==> src/hdl/assert_macros.svh <==
// assertion macros shared by the rtl of the pixel map block
// no dependencies
`ifndef ASSERT_MACROS_SVH
`define ASSERT_MACROS_SVH
`ifndef SYNTHESIS
`define ASSERT_IMPLIES(label, clk, rst, a, b) \
   label: assert property (@(posedge clk) disable iff (rst) (a) |-> (b)) else $error("assertion failed");
`define ASSERT_NEXT(label, clk, rst, a, b) \
   label: assert property (@(posedge clk) disable iff (rst) (a) |=> (b)) else $error("assertion failed");
`else
`define ASSERT_IMPLIES(label, clk, rst, a, b)
`define ASSERT_NEXT(label, clk, rst, a, b)
`endif
`endif

==> src/hdl/p2e_pkg.sv <==
// types, constants and arctangent table for the pinhole to equirect pixel map
// no dependencies
`timescale 1ns / 1ps
package p2e_pkg;
   localparam int COORD_BITS   = 12;
   localparam int COEFF_BITS   = 21;
   localparam int CORDIC_STEPS = 20;
   localparam int DOT_BITS     = 40;
   localparam int VEC_BITS     = 34;
   localparam int ANG_BITS     = 32;
   localparam int CSR_IDX_BITS = 3;
   localparam int CSR_DATA_BITS = 63;
   localparam int SIZE_BITS    = 13;
   localparam int PIPE_DEPTH   = 5 + 2 * CORDIC_STEPS;

   localparam logic signed [ANG_BITS-1:0] ANG_PI = 32'sd268435456;
   localparam logic [30:0] GAIN_Q30 = 31'd1768195363;

   typedef enum logic [CSR_IDX_BITS-1:0] {
      CSR_ROW0 = 3'd0, CSR_ROW1 = 3'd1, CSR_ROW2 = 3'd2,
      CSR_WIDTH = 3'd3, CSR_HEIGHT = 3'd4
   } csr_idx_type;

   typedef struct packed {
      logic [11:0] col;
      logic [11:0] row;
   } req_word_type;

   typedef struct packed {
      logic [11:0] pano_x;
      logic [11:0] pano_y;
   } rsp_word_type;

   typedef struct packed {
      logic signed [VEC_BITS-1:0] x;
      logic signed [VEC_BITS-1:0] y;
      logic signed [ANG_BITS-1:0] z;
   } cordic_state_type;

   function automatic logic signed [ANG_BITS-1:0] atan_entry(input int i);
      logic signed [ANG_BITS-1:0] t;
      case (i)
         0: t = 32'sd67108864;  1: t = 32'sd39616676;  2: t = 32'sd20932363;
         3: t = 32'sd10625594;  4: t = 32'sd5333416;   5: t = 32'sd2669308;
         6: t = 32'sd1334980;   7: t = 32'sd667531;    8: t = 32'sd333770;
         9: t = 32'sd166886;    10: t = 32'sd83443;    11: t = 32'sd41722;
         12: t = 32'sd20861;    13: t = 32'sd10430;    14: t = 32'sd5215;
         15: t = 32'sd2608;     16: t = 32'sd1304;     17: t = 32'sd652;
         18: t = 32'sd326;      19: t = 32'sd163;      20: t = 32'sd81;
         21: t = 32'sd41;       22: t = 32'sd20;       23: t = 32'sd10;
         24: t = 32'sd5;        25: t = 32'sd3;        26: t = 32'sd1;
         27: t = 32'sd1;        default: t = '0;
      endcase
      return t;
   endfunction

   // total angle the cordic chain subtracts when y stays zero
   function automatic logic signed [ANG_BITS-1:0] atan_sum();
      logic signed [ANG_BITS-1:0] s;
      s = '0;
      for (int i = 0; i < CORDIC_STEPS; i++) s = s + atan_entry(i);
      return s;
   endfunction

   localparam logic signed [ANG_BITS-1:0] ATAN_SUM = atan_sum();
endpackage

==> src/hdl/p2e_cordic_stage.sv <==
// one registered cordic vectoring iteration with the shift set by the step input
// depends on p2e_pkg
`timescale 1ns / 1ps
module p2e_cordic_stage (
   input  logic                      clock,
   input  logic [4:0]                step,
   input  p2e_pkg::cordic_state_type in_state,
   output p2e_pkg::cordic_state_type out_state_ff
);
   import p2e_pkg::*;
   cordic_state_type out_state_in;
   logic signed [VEC_BITS-1:0] sx, sy;

   always_comb begin
      sx = in_state.y >>> step;
      sy = in_state.x >>> step;
      if (in_state.y > 0) begin
         out_state_in.x = in_state.x + sx;
         out_state_in.y = in_state.y - sy;
         out_state_in.z = in_state.z + atan_entry(int'(step));
      end else begin
         out_state_in.x = in_state.x - sx;
         out_state_in.y = in_state.y + sy;
         out_state_in.z = in_state.z - atan_entry(int'(step));
      end
   end

   always_ff @(posedge clock) begin
      out_state_ff <= out_state_in;
   end
endmodule

==> config.mk <==
export PLATFORM = sky130hd
export DESIGN_NAME = p2e_cordic_stage
export DESIGN_NICKNAME = d
export VERILOG_FILES = /design/src/hdl/assert_macros.svh /design/src/hdl/p2e_pkg.sv /design/src/hdl/p2e_cordic_stage.sv
export SDC_FILE = /design/constraint.sdc
export NUM_CORES = 1
export LEC_CHECK = 0
export ABC_AREA = 1
export BUFFER_PORTS_ARGS = -buffer_cell sky130_fd_sc_hd__clkbuf_2
export CORE_MARGIN = 1
export CORE_UTILIZATION = 60
export DETAILED_ROUTE_END_ITERATION = 7
export PLACE_DENSITY = 0.83
export SLEW_MARGIN = 20
export SYNTH_ARGS = -nofsm -noshare
export SYNTH_HDL_FRONTEND = slang
export SYNTH_SLANG_ARGS = --single-unit
==> constraint.sdc <==
create_clock -name clock -period 5.33 [get_ports clock]
set_input_delay 0.7995 -clock clock [delete_from_list [all_inputs] [get_ports clock]]
set_output_delay 0.7995 -clock clock [all_outputs]
set_load 0.01 [all_outputs]
==> results.sh <==
export IMPL_run_status="completed"
export IMPL_path_clk_slew_ps=80
export IMPL_core_rowCount=55
export IMPL_hold_class="primary input to register"
export IMPL_grt_use_total_pct=38.1
export IMPL_io_buffers=205
export IMPL_largest_register="out_state_ff"
export IMPL_maxSlewViolCount=0
export IMPL_grt_pass1_vias=15700
export IMPL_dr_pass1_iters=7
export IMPL_die_x_um=156
export IMPL_design_power_total_mw=4.43
export IMPL_area_growth_pct=11.7
export IMPL_ctsHtreeMaxLevel=3
export IMPL_cts_root_buf="clkbuf_16"
export IMPL_whs_ps=711
export IMPL_min_delay_path_depth=2
export IMPL_instances_no_fill=2941
export IMPL_path_class="primary input to register"
export IMPL_synth_edff_count=0
export IMPL_async_flop_share_pct=0
export IMPL_synthXorXnorAreaFrac_pct=9.36
export IMPL_reg_largest_list="out_state_ff (100)"
export IMPL_worst_pin_slew_ps=923
export IMPL_diodes=0
export IMPL_critPathCapture="out_state_ff[99]"
export IMPL_vias_per_cell=5.96
export IMPL_core_area_um2=22900
export IMPL_routed_wl_um=46700
export IMPL_die_area_um2=24300
export IMPL_grt_start_max_net_pins=63
export IMPL_startpoint_type="primary input"
export IMPL_critPathRequiredTime_ps=5590
export IMPL_drive_above_1_share_pct=12.6
export IMPL_final_core_util_pct=69.3
export IMPL_initial_core_util_pct=62.0
export IMPL_grt_pass1_wl_um=74800
export IMPL_wl_per_cell_um=15.9
export IMPL_cts_sinks=100
export IMPL_synthFlopType="dfxtp_1"
export IMPL_leakage_nw=8.57
export IMPL_ys_seq_area_share_pct=14.1
export IMPL_avgSynthCellArea_um2=5.77
export IMPL_synthAdderAreaFrac_pct=9.66
export IMPL_crit_arrival_ps=5270
export IMPL_clock_fmax_ghz=0.200
export IMPL_finalNetCount=2837
export IMPL_die_height_um=156
export IMPL_synth_seq_cells=100
export IMPL_antenna_left=0
export IMPL_gp_congestion=1.09
export IMPL_path_max_fanout=59
export IMPL_drc=0
export IMPL_cts_max_path_buffers=2
export IMPL_synth_net_count=2677
export IMPL_dpl_cell_count=2925
export IMPL_power_density_nw_per_um2=279
export IMPL_netlist_area_um2=14200
export IMPL_yosys_cell_types_count=53
export IMPL_io_pin_count=206
export IMPL_post_route_period_util_pct=94.0
export IMPL_crit_start="step[1]"
export IMPL_synth_mux_area_fraction_pct=0
export IMPL_synth_simple_area_share_pct=46.1
export IMPL_ys_warn_count=0
export IMPL_post_dp_hpwl_um=37400
export IMPL_end_kind="register"
export IMPL_antenna_found_initial=0
export IMPL_synth_top_family_by_area="simple AND/OR/NAND/NOR gates"
export IMPL_vdd_drop_max_mv=0.146
export IMPL_gr_total_overflow=0
export IMPL_cpPeakStageDelay_ps=350
export IMPL_slew_headroom_pct=36.9
export IMPL_maxCapViolations=0
export IMPL_drt_initial_drc_count=2173
export IMPL_cpMaxStageDelayCell="ha_1"
export IMPL_synth_cells=2463
export IMPL_setup_tns_final_ps=0
export IMPL_largest_reg_flops=100
export IMPL_cts_tree="built"
export IMPL_cts_buffers=9
export IMPL_rsz0062_at_grt="yes"
export IMPL_synth_compound_area_share_pct=12.2
export IMPL_period_minus_slack_ps=5010
export IMPL_num_vias=17500
export IMPL_setup_viol=0
export IMPL_hold_viol=0
## how the worst min path moves through the flow
stage,startpoint,endpoint
after floorplan,in_state[32],out_state_ff[32]
after global placement,in_state[32],out_state_ff[32]
after detailed placement,in_state[32],out_state_ff[32]
after CTS,in_state[32],out_state_ff[32]
after global routing,in_state[32],out_state_ff[32]
final,in_state[32],out_state_ff[32]
## power breakdown
part | internal (mW) | total, mW | leakage [nW] | switching, mW
Sequential | 1.07 | 1.15 | 0.844 | 0.0784
Clock | 0.378 | 0.723 | 0.152 | 0.346
Combinational | 0.941 | 2.56 | 7.58 | 1.62
## kinds of logic (layout without fill, tap and decap cells)
group                      Yosys count  count (layout)
and+or+nand+nor                   1511            1511
DFF                                100             100
buffers and inverters              296             461
AOI/OAI and AO/OA                  296             296
xor gates and xnor gates           152             152
adders and majority gates          108             108
## area by class of cell
cell class | count | area, um^2
clock buffers | 9 | 225
clock inverters | 7 | 91.3
fillers | 2159 | 7040
inverters | 210 | 788
multi-input cells | 2067 | 11000
flip-flops and latches | 100 | 2000
well taps | 313 | 392
repair buffers | 235 | 1360
## cells in the final DEF (no fill, tap or decap), drive strengths merged, types with 2 or more instances in the layout
master	n
a21boi	6
o211ai	8
nand2	818
nand3	408
nand4	30
a2111oi	2
xnor2	42
nor3	17
a211oi	4
a221oi	2
clkbuf	214
o221ai	2
ha	105
o21a	6
o21bai	5
inv	214
a31oi	20
nor3b	2
buf	30
and3	2
nor2	208
o221a	2
fa	3
a21oi	132
xor2	110
and2	3
a21o	14
o21ai	88
nor4	9
nand3b	12
dfxtp	100
## synth_stat cells, types with 11 or more instances
master	number	share of area (%)
a21o_1	14	0.74
a21oi_1	126	4.4
a31oi_1	20	0.88
buf_1	12	0.32
buf_2	36	1.3
clkbuf_1	24	0.63
dfxtp_1	100	14
ha_1	105	9.2
inv_1	199	5.3
inv_2	11	0.29
nand2_1	800	21
nand2_2	17	0.75
nand3_1	398	14
nand3b_1	12	0.63
nand4_1	30	1.3
nor2_1	187	4.9
nor2_2	16	0.70
nor3_1	16	0.56
o21ai_0	75	2.6
xnor2_1	42	2.6
xor2_1	110	6.8
## critical path, delay by kind of cell
family,cells,cell delay [ps]
compound gates,5,1000
fa+ha+maj,2,540
simple gates,17,2140
buf+inv,6,750
## stage by stage
stage | worst slack, ps | instance area [um^2]
6_report | 319 | 15900
5_1_grt | -97.5 | 15900
4_1_cts | 303 | 15800
3_5_place_dp | -41.9 | 15500
3_3_place_gp | 42.7 | 15500
2_1_floorplan | 911 | 14200
## metal layers
metal	vias to the layer above	global-route usage (%)	part of all wire [%]
met2	1118	61.6	44
met4	0	19.6	5.1
met3	211	6.72	11
met5	-	0	0
li1	8474	-	-
met1	7715	48.2	40
## what timing repair did
item | 4_1_cts | 5_1_grt
endpoints found under the setup margin | 0 | 4
resized for setup | 0 | 5
setup buffers | 0 | 0
hold buffers | 0 | 0
Power figures use the tool's default switching activity.
